--- src/rtl/i2cm_pkg.sv ---
// Shared types, command codes and status codes for the I2C master byte engine.
`timescale 1ns / 1ps

package i2cm_pkg;

	// Function codes carried by an input item
	localparam logic [2:0] FUNC_TICK  = 3'd0;
	localparam logic [2:0] FUNC_START = 3'd1;
	localparam logic [2:0] FUNC_STOP  = 3'd2;
	localparam logic [2:0] FUNC_WRITE = 3'd3;
	localparam logic [2:0] FUNC_READ  = 3'd4;
	localparam logic [2:0] FUNC_RESET = 3'd5;

	// Active command code for no command in progress
	localparam logic [2:0] CMD_IDLE = 3'd0;

	// Result status codes
	localparam logic [1:0] STATUS_OK     = 2'd0;
	localparam logic [1:0] STATUS_NACK   = 2'd1;
	localparam logic [1:0] STATUS_REJECT = 2'd2;

	// Half period phase codes within one command
	localparam logic [1:0] PH_A   = 2'd0;
	localparam logic [1:0] PH_B   = 2'd1;
	localparam logic [1:0] PH_AK0 = 2'd2;
	localparam logic [1:0] PH_AK1 = 2'd3;

	localparam logic [3:0]  BITS_PER_BYTE    = 4'd8;
	localparam logic [3:0]  RESET_PULSES     = 4'd9;
	localparam logic [15:0] HALF_PERIOD_INIT = 16'd250;

	typedef struct packed {
		logic [2:0] func;
		logic [7:0] data_byte;
		logic       send_ack;
		logic       sda_in;
	} in_item_t;

	typedef struct packed {
		logic       scl_level;
		logic       sda_level;
		logic       busy_res;
		logic       done_res;
		logic [1:0] status;
		logic [7:0] read_data;
	} out_item_t;

endpackage

--- src/rtl/i2cm_if.sv ---
// Valid/ready channel interfaces for command items and result items.
`timescale 1ns / 1ps

interface i2cm_in_if;
	logic              valid;
	logic              ready;
	i2cm_pkg::in_item_t payload;

	modport source (output valid, output payload, input ready);
	modport sink (input valid, input payload, output ready);
endinterface

interface i2cm_out_if;
	logic               valid;
	logic               ready;
	i2cm_pkg::out_item_t payload;

	modport source (output valid, output payload, input ready);
	modport sink (input valid, input payload, output ready);
endinterface

--- src/rtl/i2c_master_byte_engine.sv ---
// Top level of the I2C master byte engine: command sequencer and result register.
//
//   channel   dir   transfer                       payload
//   item      in    valid & ready at rising clk    func, data_byte, send_ack, sda_in
//   result    out   valid & ready at rising clk    scl_level, sda_level, busy_res,
//                                                  done_res, status, read_data
//   cfg       in    cfg_we at rising clk           cfg_wdata = half_period_ticks
//
// One item per clock while item.ready is high: the sequencer state and the result register update in the
// same cycle an item transfers, so every item's result is valid the next cycle.
// The single result register sets the latency; item.ready stays high while that
// register is empty or being drained, so a stalled result blocks only new items.
// arst_n clears the sequencer to idle with both pins released and the half period
// at 250 ticks; the result register comes up empty.
`timescale 1ns / 1ps

module i2c_master_byte_engine (
	input  logic        clk,
	input  logic        arst_n,
	input  logic        cfg_we,
	input  logic [15:0] cfg_wdata,
	i2cm_in_if.sink     item,
	i2cm_out_if.source  result
);

	// Configuration
	logic [15:0] half_q;

	// Sequencer state
	logic [15:0] tick_q;
	logic [1:0]  phase_q;
	logic [3:0]  bit_q;
	logic [7:0]  shift_q;
	logic [2:0]  cmd_q;
	logic        ack_q;
	logic        scl_q;
	logic        sda_q;

	// Result register
	logic                valid_q;
	i2cm_pkg::out_item_t res_q;

	// Next state
	logic [15:0] tick_d;
	logic [1:0]  phase_d;
	logic [3:0]  bit_d;
	logic [7:0]  shift_d;
	logic [2:0]  cmd_d;
	logic        ack_d;
	logic        scl_d;
	logic        sda_d;
	i2cm_pkg::out_item_t res_d;

	logic        accept;
	logic        is_cmd;
	logic [15:0] limit;
	logic [16:0] tick_inc;
	logic [3:0]  bit_inc;
	logic        fin;

	// Pin levels for a half period: returns {scl, sda}. SDA holds on bus reset.
	function automatic logic [1:0] pins(input logic [2:0] cmd, input logic [1:0] ph,
			input logic msb, input logic ackc, input logic scl_cur, input logic sda_cur);
		logic [1:0] p;
		p = {scl_cur, sda_cur};
		case (cmd)
			i2cm_pkg::FUNC_START: p = {1'b1, ph == i2cm_pkg::PH_A};
			i2cm_pkg::FUNC_STOP:  p = {ph != i2cm_pkg::PH_A, 1'b0};
			i2cm_pkg::FUNC_WRITE: begin
				if (ph == i2cm_pkg::PH_A || ph == i2cm_pkg::PH_B)
					p = {ph == i2cm_pkg::PH_A, msb};
				else
					p = {ph == i2cm_pkg::PH_AK1, 1'b1};
			end
			i2cm_pkg::FUNC_READ: begin
				if (ph == i2cm_pkg::PH_A || ph == i2cm_pkg::PH_B)
					p = {ph == i2cm_pkg::PH_A, 1'b1};
				else
					p = {ph == i2cm_pkg::PH_AK1, ~ackc};
			end
			i2cm_pkg::FUNC_RESET: p = {ph == i2cm_pkg::PH_A, sda_cur};
			default: p = {scl_cur, sda_cur};
		endcase
		return p;
	endfunction

	assign accept     = item.valid & item.ready;
	assign item.ready = ~valid_q | result.ready;
	assign result.valid   = valid_q;
	assign result.payload = res_q;

	assign is_cmd   = item.payload.func inside {[i2cm_pkg::FUNC_START : i2cm_pkg::FUNC_RESET]};
	// A zero half period acts as one tick
	assign limit    = (half_q == 16'd0) ? 16'd1 : half_q;
	assign tick_inc = {1'b0, tick_q} + 17'd1;
	assign bit_inc  = bit_q + 4'd1;

	always_comb begin
		tick_d  = tick_q;
		phase_d = phase_q;
		bit_d   = bit_q;
		shift_d = shift_q;
		cmd_d   = cmd_q;
		ack_d   = ack_q;
		scl_d   = scl_q;
		sda_d   = sda_q;
		fin     = 1'b0;
		res_d   = '0;

		if (is_cmd) begin
			if (cmd_q != i2cm_pkg::CMD_IDLE) begin
				// Drop a command that arrives mid-transfer; timing does not advance
				res_d.status = i2cm_pkg::STATUS_REJECT;
			end else begin
				cmd_d   = item.payload.func;
				phase_d = i2cm_pkg::PH_A;
				bit_d   = 4'd0;
				tick_d  = 16'd0;
				shift_d = (item.payload.func == i2cm_pkg::FUNC_WRITE) ?
					item.payload.data_byte : 8'd0;
				ack_d   = item.payload.send_ack;
				{scl_d, sda_d} = pins(item.payload.func, i2cm_pkg::PH_A,
					item.payload.data_byte[7], item.payload.send_ack, scl_q, sda_q);
			end
		end else if (cmd_q != i2cm_pkg::CMD_IDLE) begin
			if (tick_inc >= {1'b0, limit}) begin
				tick_d = 16'd0;
				// End of a half period: advance phase, shift and bit count
				case (cmd_q)
					i2cm_pkg::FUNC_START, i2cm_pkg::FUNC_STOP: begin
						if (phase_q == i2cm_pkg::PH_A) begin
							phase_d = i2cm_pkg::PH_B;
						end else begin
							fin = 1'b1;
							scl_d = (cmd_q == i2cm_pkg::FUNC_STOP);
							sda_d = (cmd_q == i2cm_pkg::FUNC_STOP);
						end
					end
					i2cm_pkg::FUNC_WRITE: begin
						case (phase_q)
							i2cm_pkg::PH_A: phase_d = i2cm_pkg::PH_B;
							i2cm_pkg::PH_B: begin
								shift_d = {shift_q[6:0], 1'b0};
								bit_d   = bit_inc;
								phase_d = (bit_inc >= i2cm_pkg::BITS_PER_BYTE) ?
									i2cm_pkg::PH_AK0 : i2cm_pkg::PH_A;
							end
							i2cm_pkg::PH_AK0: phase_d = i2cm_pkg::PH_AK1;
							default: begin
								// Sample the slave's ACK on the last high tick
								fin = 1'b1;
								scl_d = 1'b0;
								sda_d = 1'b1;
								res_d.status = item.payload.sda_in ?
									i2cm_pkg::STATUS_NACK : i2cm_pkg::STATUS_OK;
							end
						endcase
					end
					i2cm_pkg::FUNC_READ: begin
						case (phase_q)
							i2cm_pkg::PH_A: begin
								shift_d = {shift_q[6:0], item.payload.sda_in};
								phase_d = i2cm_pkg::PH_B;
							end
							i2cm_pkg::PH_B: begin
								bit_d   = bit_inc;
								phase_d = (bit_inc >= i2cm_pkg::BITS_PER_BYTE) ?
									i2cm_pkg::PH_AK0 : i2cm_pkg::PH_A;
							end
							i2cm_pkg::PH_AK0: phase_d = i2cm_pkg::PH_AK1;
							default: begin
								fin = 1'b1;
								scl_d = 1'b0;
								sda_d = ~ack_q;
								res_d.read_data = shift_q;
							end
						endcase
					end
					i2cm_pkg::FUNC_RESET: begin
						if (phase_q == i2cm_pkg::PH_A) begin
							phase_d = i2cm_pkg::PH_B;
						end else begin
							bit_d = bit_inc;
							if (bit_inc >= i2cm_pkg::RESET_PULSES) begin
								fin = 1'b1;
								scl_d = 1'b0;
							end else begin
								phase_d = i2cm_pkg::PH_A;
							end
						end
					end
					default: fin = 1'b1;
				endcase

				if (fin) begin
					res_d.done_res = 1'b1;
					cmd_d   = i2cm_pkg::CMD_IDLE;
					phase_d = i2cm_pkg::PH_A;
					bit_d   = 4'd0;
				end else begin
					{scl_d, sda_d} = pins(cmd_q, phase_d, shift_d[7], ack_q, scl_q, sda_q);
				end
			end else begin
				tick_d = tick_inc[15:0];
			end
		end

		res_d.scl_level = scl_d;
		res_d.sda_level = sda_d;
		res_d.busy_res  = (cmd_d != i2cm_pkg::CMD_IDLE);
	end

	always_ff @(posedge clk or negedge arst_n) begin
		if (!arst_n) begin
			half_q <= i2cm_pkg::HALF_PERIOD_INIT;
		end else if (cfg_we) begin
			half_q <= cfg_wdata;
		end
	end

	// Advance the sequencer on every item transfer
	always_ff @(posedge clk or negedge arst_n) begin
		if (!arst_n) begin
			tick_q  <= 16'd0;
			phase_q <= i2cm_pkg::PH_A;
			bit_q   <= 4'd0;
			shift_q <= 8'd0;
			cmd_q   <= i2cm_pkg::CMD_IDLE;
			ack_q   <= 1'b0;
			scl_q   <= 1'b1;
			sda_q   <= 1'b1;
		end else if (accept) begin
			tick_q  <= tick_d;
			phase_q <= phase_d;
			bit_q   <= bit_d;
			shift_q <= shift_d;
			cmd_q   <= cmd_d;
			ack_q   <= ack_d;
			scl_q   <= scl_d;
			sda_q   <= sda_d;
		end
	end

	// Hold the result until the sink takes it
	always_ff @(posedge clk or negedge arst_n) begin
		if (!arst_n) begin
			valid_q <= 1'b0;
		end else if (accept) begin
			valid_q <= 1'b1;
		end else if (result.ready) begin
			valid_q <= 1'b0;
		end
	end

	always_ff @(posedge clk) begin
		if (accept) begin
			res_q <= res_d;
		end
	end

endmodule

--- src/flat_wrapper.sv ---
// flat-port wrapper written by rule: the top's interface ports become plain ports
module i2c_master_byte_engine_flat 
  (clk, arst_n, cfg_we, cfg_wdata, item_valid, item_payload, item_ready, result_valid, result_payload, result_ready);
  i2cm_in_if item_i ();
  i2cm_out_if result_i ();
  input  logic clk;
  input  logic arst_n;
  input  logic cfg_we;
  input  logic [15:0] cfg_wdata;
  input wire logic [$bits(item_i.valid)-1:0] item_valid;
  input wire logic [$bits(item_i.payload)-1:0] item_payload;
  output wire logic [$bits(item_i.ready)-1:0] item_ready;
  output wire logic [$bits(result_i.valid)-1:0] result_valid;
  output wire logic [$bits(result_i.payload)-1:0] result_payload;
  input wire logic [$bits(result_i.ready)-1:0] result_ready;
  assign item_i.valid = item_valid;
  assign item_i.payload = item_payload;
  assign item_ready = item_i.ready;
  assign result_valid = result_i.valid;
  assign result_payload = result_i.payload;
  assign result_i.ready = result_ready;
  i2c_master_byte_engine u_core (.clk(clk), .arst_n(arst_n), .cfg_we(cfg_we), .cfg_wdata(cfg_wdata), .item(item_i), .result(result_i));
endmodule
--- config.mk ---
export PLATFORM = sky130hd
export DESIGN_NAME = i2c_master_byte_engine_flat
export DESIGN_NICKNAME = d
export VERILOG_FILES = /design/src/rtl/i2cm_pkg.sv /design/src/rtl/i2cm_if.sv /design/src/rtl/i2c_master_byte_engine.sv /design/src/flat_wrapper.sv
export SDC_FILE = /design/constraint.sdc
export NUM_CORES = 1
export LEC_CHECK = 0
export ABC_AREA = 1
export BUFFER_PORTS_ARGS = -buffer_cell sky130_fd_sc_hd__buf_4
export CAP_MARGIN = 20
export CORE_ASPECT_RATIO = 2
export CORE_MARGIN = 2
export CORE_UTILIZATION = 55
export CTS_BUF_LIST = sky130_fd_sc_hd__clkbuf_2
export DETAILED_ROUTE_END_ITERATION = 12
export GPL_ROUTABILITY_DRIVEN = 0
export PLACE_DENSITY = 0.8
export RECOVER_POWER = 50
export SYNTH_ARGS = -nofsm -noshare
export SYNTH_HDL_FRONTEND = slang
export SYNTH_SLANG_ARGS = --single-unit
--- constraint.sdc ---
create_clock -name clk -period 2.7 [get_ports clk]
set_input_delay 0.675 -clock clk [delete_from_list [all_inputs] [get_ports clk]]
set_output_delay 0.675 -clock clk [all_outputs]
set_load 0.03 [all_outputs]
==> results.yml <==
pwr:
  leakagePower_nw: 2.82
  vdd_drop_max_uv: 579
  switchingPower_mw: 2.05
  p_comb_frac: 0.498
  power-per-cell-area_nw_per_um2: 745
  clockPowerShare: 0.165
  swShare: 0.472
  pwr-share-seq: 0.337
  power_mw: 4.33
  internal-power_mw: 2.29
grt:
  grt_use_total: 0.291
  grt_max_degree: 54
  grt_pass1_vias: 4217
  grt_pass1_wl_um: 18600
  grt_overflow: 0
  antenna_found_initial: 0
timing:
  max_slew.worst_pin.slew_ns: 1.37
  max_freq_ghz: 0.322
  drv_slew: 0
  hold_violations: 0
  rsz0062_at_grt: "true"
  worst_slack_ns: -0.408
  min_period_over_period: 1.15
  setup_viol: 48
  timing.slew.headroom: 0.0835
  tns_ns: -14.98
  min_period_ns: 3.11
  fin_skew_ns: 0.0402
worst_setup_path:
  cp-start-kind: "register"
  critPathKind: "register to register"
  slowest_stage: "dfrtp_2"
  crit_required_ns: 3.22
  end_kind: "register"
  critPathTopFamily: "simple AND/OR/NAND/NOR gates"
  path_cells: "nand3_2 > buf_6 > nor2_4 > nand4_1 > o22ai_1 > inv_1 > ha_1 > nand2_1 > inv_2 > nand2_4 > nor2_4 > buf_6 > a31oi_4 > and2_4 > nand3_4 > buf_12 > clkinv_8 > nand3_2 > o21ai_1"
  critPathBufInv: 6
  cp_max_fo: 7
  cpPeakStageDelay_ns: 0.46
  worstPathArrival_ns: 3.63
synthesis:
  ys_warn_count: 0
  syn_area_per_cell_sq_um: 7.75
  synth_edf_count: 14
  syn_nets: 605
  ys_async_sr_fraction: 0.791
  post_synth_instance_area_sq_um: 4240
  ys_ff_latch: 67
  synth-seq-area-share: 0.415
  synth_flop_cell: "dfrtp_1"
  syn_inst: 547
  ys_types: 40
clock_tree:
  hold_buffers: 0
  clk_pin_slew_ns: 0.23
  h-tree-depth: 3
  clockRootBuffer: "clkbuf_2"
  clkLatencyLatePin_ns: 0.62
  cts_tree: "done"
  cts_buffer_depth: 2
  cts_made_buffers: 9
  cts_num_sinks: 67
outcome:
  status: "finished, violations left"
  violations: "setup timing"
final_layout:
  postLayoutCoreUtil: 0.771
  nNetsFinal: 701
  nFillCells: 501
  drive_gt1_frac: 0.387
  seq_area_sq_um: 1760
  instances_no_fill: 742
  syn_to_final_growth_pct: 37.3
  multiInputGateArea_sq_um: 2640
  final_cell_area_sq_um: 5820
  antenna_cells: 0
route:
  wire_per_inst_um: 17.8
  drt-initial-drc-count: 397
  vias: 4397
  drt-pass1-iter-count: 7
  drc: 0
  via_per_inst: 5.93
  postRouteAntennaNets: 0
  routed_wl_um: 13200
floorplan:
  rows: 45
  fp.dieW_um: 66.1
  io_pins: 50
  dieArea_sq_um: 8460
  core-area_sq_um: 7540
  start_util: 0.562
  dieHeight_um: 128
placement:
  hpwl_um: 7820
  place_area_sq_um: 4920
  portBuffers: 49
  dp.cells: 710
hold_path:
  hp-class: "primary input to register"
flow_run:
  drv_cap: 0
state kept, by name (all words and copies together) (netlist names):
name	flops
u_core.ack_q	1
u_core.bit_q	4
u_core.cmd_q	3
u_core.half_q	16
u_core.phase_q	2
u_core.result.payload	14
u_core.result.valid	1
u_core.scl_q	1
u_core.sda_q	1
u_core.shift_q	8
u_core.tick_q	16
layout make-up:
cell class / instances / area share
repair buffers: 95 / 0.129
well taps: 94 / 0.0202
multi-input cells: 372 / 0.454
repair inverters: 1 / 0.00280
clock inverters: 7 / 0.0159
inverters: 97 / 0.0673
flip-flops and latches: 67 / 0.302
clock buffers: 9 / 0.00774
through the flow:
step	setup WS [ns]	hold slack (ns)
2_1_floorplan	0.00671	0.379
3_3_place_gp	-0.266	0.481
3_5_place_dp	-0.310	0.496
4_1_cts	-0.161	0.133
5_1_grt	-0.552	0.294
6_report	-0.408	0.250
synth_stat cells (5+ instances only):
cell	count	share of area
xor2_1	9	0.019
inv_2	10	0.0089
nand3_1	43	0.051
edfxtp_1	14	0.099
nand4_1	7	0.010
nor2_1	35	0.031
o21ai_1	23	0.027
o21ai_0	28	0.033
nand2_1	134	0.12
a21oi_1	14	0.017
a32o_1	6	0.014
nand2_4	5	0.013
dfstp_2	8	0.050
ha_1	24	0.071
inv_1	85	0.075
nand3_2	9	0.021
dfrtp_1	45	0.27
clkbuf_1	6	0.0053
buf_2	5	0.0059
power groups by stage:
stage	Combinational (mW)	Clock (mW)	Sequential, mW
2_1_floorplan	1.28	0	1.43
3_3_place_gp	1.72	0	1.44
3_5_place_dp	1.78	0	1.45
4_1_cts	1.90	0.702	1.43
5_1_grt	2.36	0.747	1.48
6_report	2.16	0.717	1.46
layout by cell type, fill, tap and decap left out, drive strengths merged:
master    netlist  layout
o22ai           3       3
nand3          52      52
nand2         143     143
a21o            1       1
dfrtp          45      45
xor2            9       9
nand4           7       7
mux2            1       1
o211ai          3       3
a31oi           3       3
nand3b          1       1
buf             5      94
clkinv          2       7
nor3            6       6
edfxtp         14      14
nor2           38      38
o21bai          1       1
o41ai           2       2
bufinv          0       2
o21ai          51      51
nor4            1       1
dfstp           8       8
and2            1       1
a32o            6       6
clkbuf          6      10
a21oi          15      15
clkinvlp        0       2
ha             24      24
inv            95      94
and3            1       1
o31ai           3       3
metal layers:
metal | vias up | part of all wire | wire length (um) | track usage
li1 | 1973 | - | - | -
met1 | 2067 | 0.31 | 4120 | 0.269
met2 | 262 | 0.56 | 7370 | 0.535
met3 | 95 | 0.051 | 672 | 0.0579
met4 | 0 | 0.082 | 1080 | 0.214
met5 | - | 0 | 0 | 0
cell families after synthesis:
logic type               Yosys count  share of synthesized area
AND/OR/NAND/NOR                  250                      0.273
XOR/XNOR                           9                     0.0186
adder cells (fa/ha/maj)           24                     0.0709
buffers and inverters            108                     0.0975
multiplexers                       1                    0.00266
flip-flops                        67                      0.415
AO/OA/AOI/OAI                     88                      0.123
final timing paths:
| path | from | endpoint | slack, ns | depth (start not counted) |
|---|---|---|---|---|
| setup / recovery | u_core.tick_q[0]$_DFFE_PN0P_ | u_core.tick_q[13]$_DFFE_PN0P_ | -0.41 | 19 |
| hold / removal | cfg_wdata[11] | u_core.half_q[11]$_DFFE_PN0P_ | 0.25 | 3 |
| setup reg to reg | u_core.tick_q[0]$_DFFE_PN0P_ | u_core.tick_q[13]$_DFFE_PN0P_ | -0.41 | 19 |
| min in group asynchronous | arst_n | u_core.tick_q[14]$_DFFE_PN0P_ | 0.33 | 1 |
| max in group asynchronous | arst_n | u_core.tick_q[1]$_DFFE_PN0P_ | 1.42 | 1 |
| hold reg to reg | u_core.half_q[1]$_DFFE_PN1P_ | u_core.half_q[1]$_DFFE_PN1P_ | 0.54 | 2 |
worst min-delay path, cell delays in order:
cell and delay [ns]:
buf_4 0.08, nand2_1 0.04, o21ai_0 0.06
repair_timing:
action | CTS | global route
pin swaps | 25 | 23
setup endpoints to repair | 48 | 48
resized for setup | 65 | 77
cloned | 1 | 0
setup buffers | 6 | 9
(Power assumes the default switching activity.)
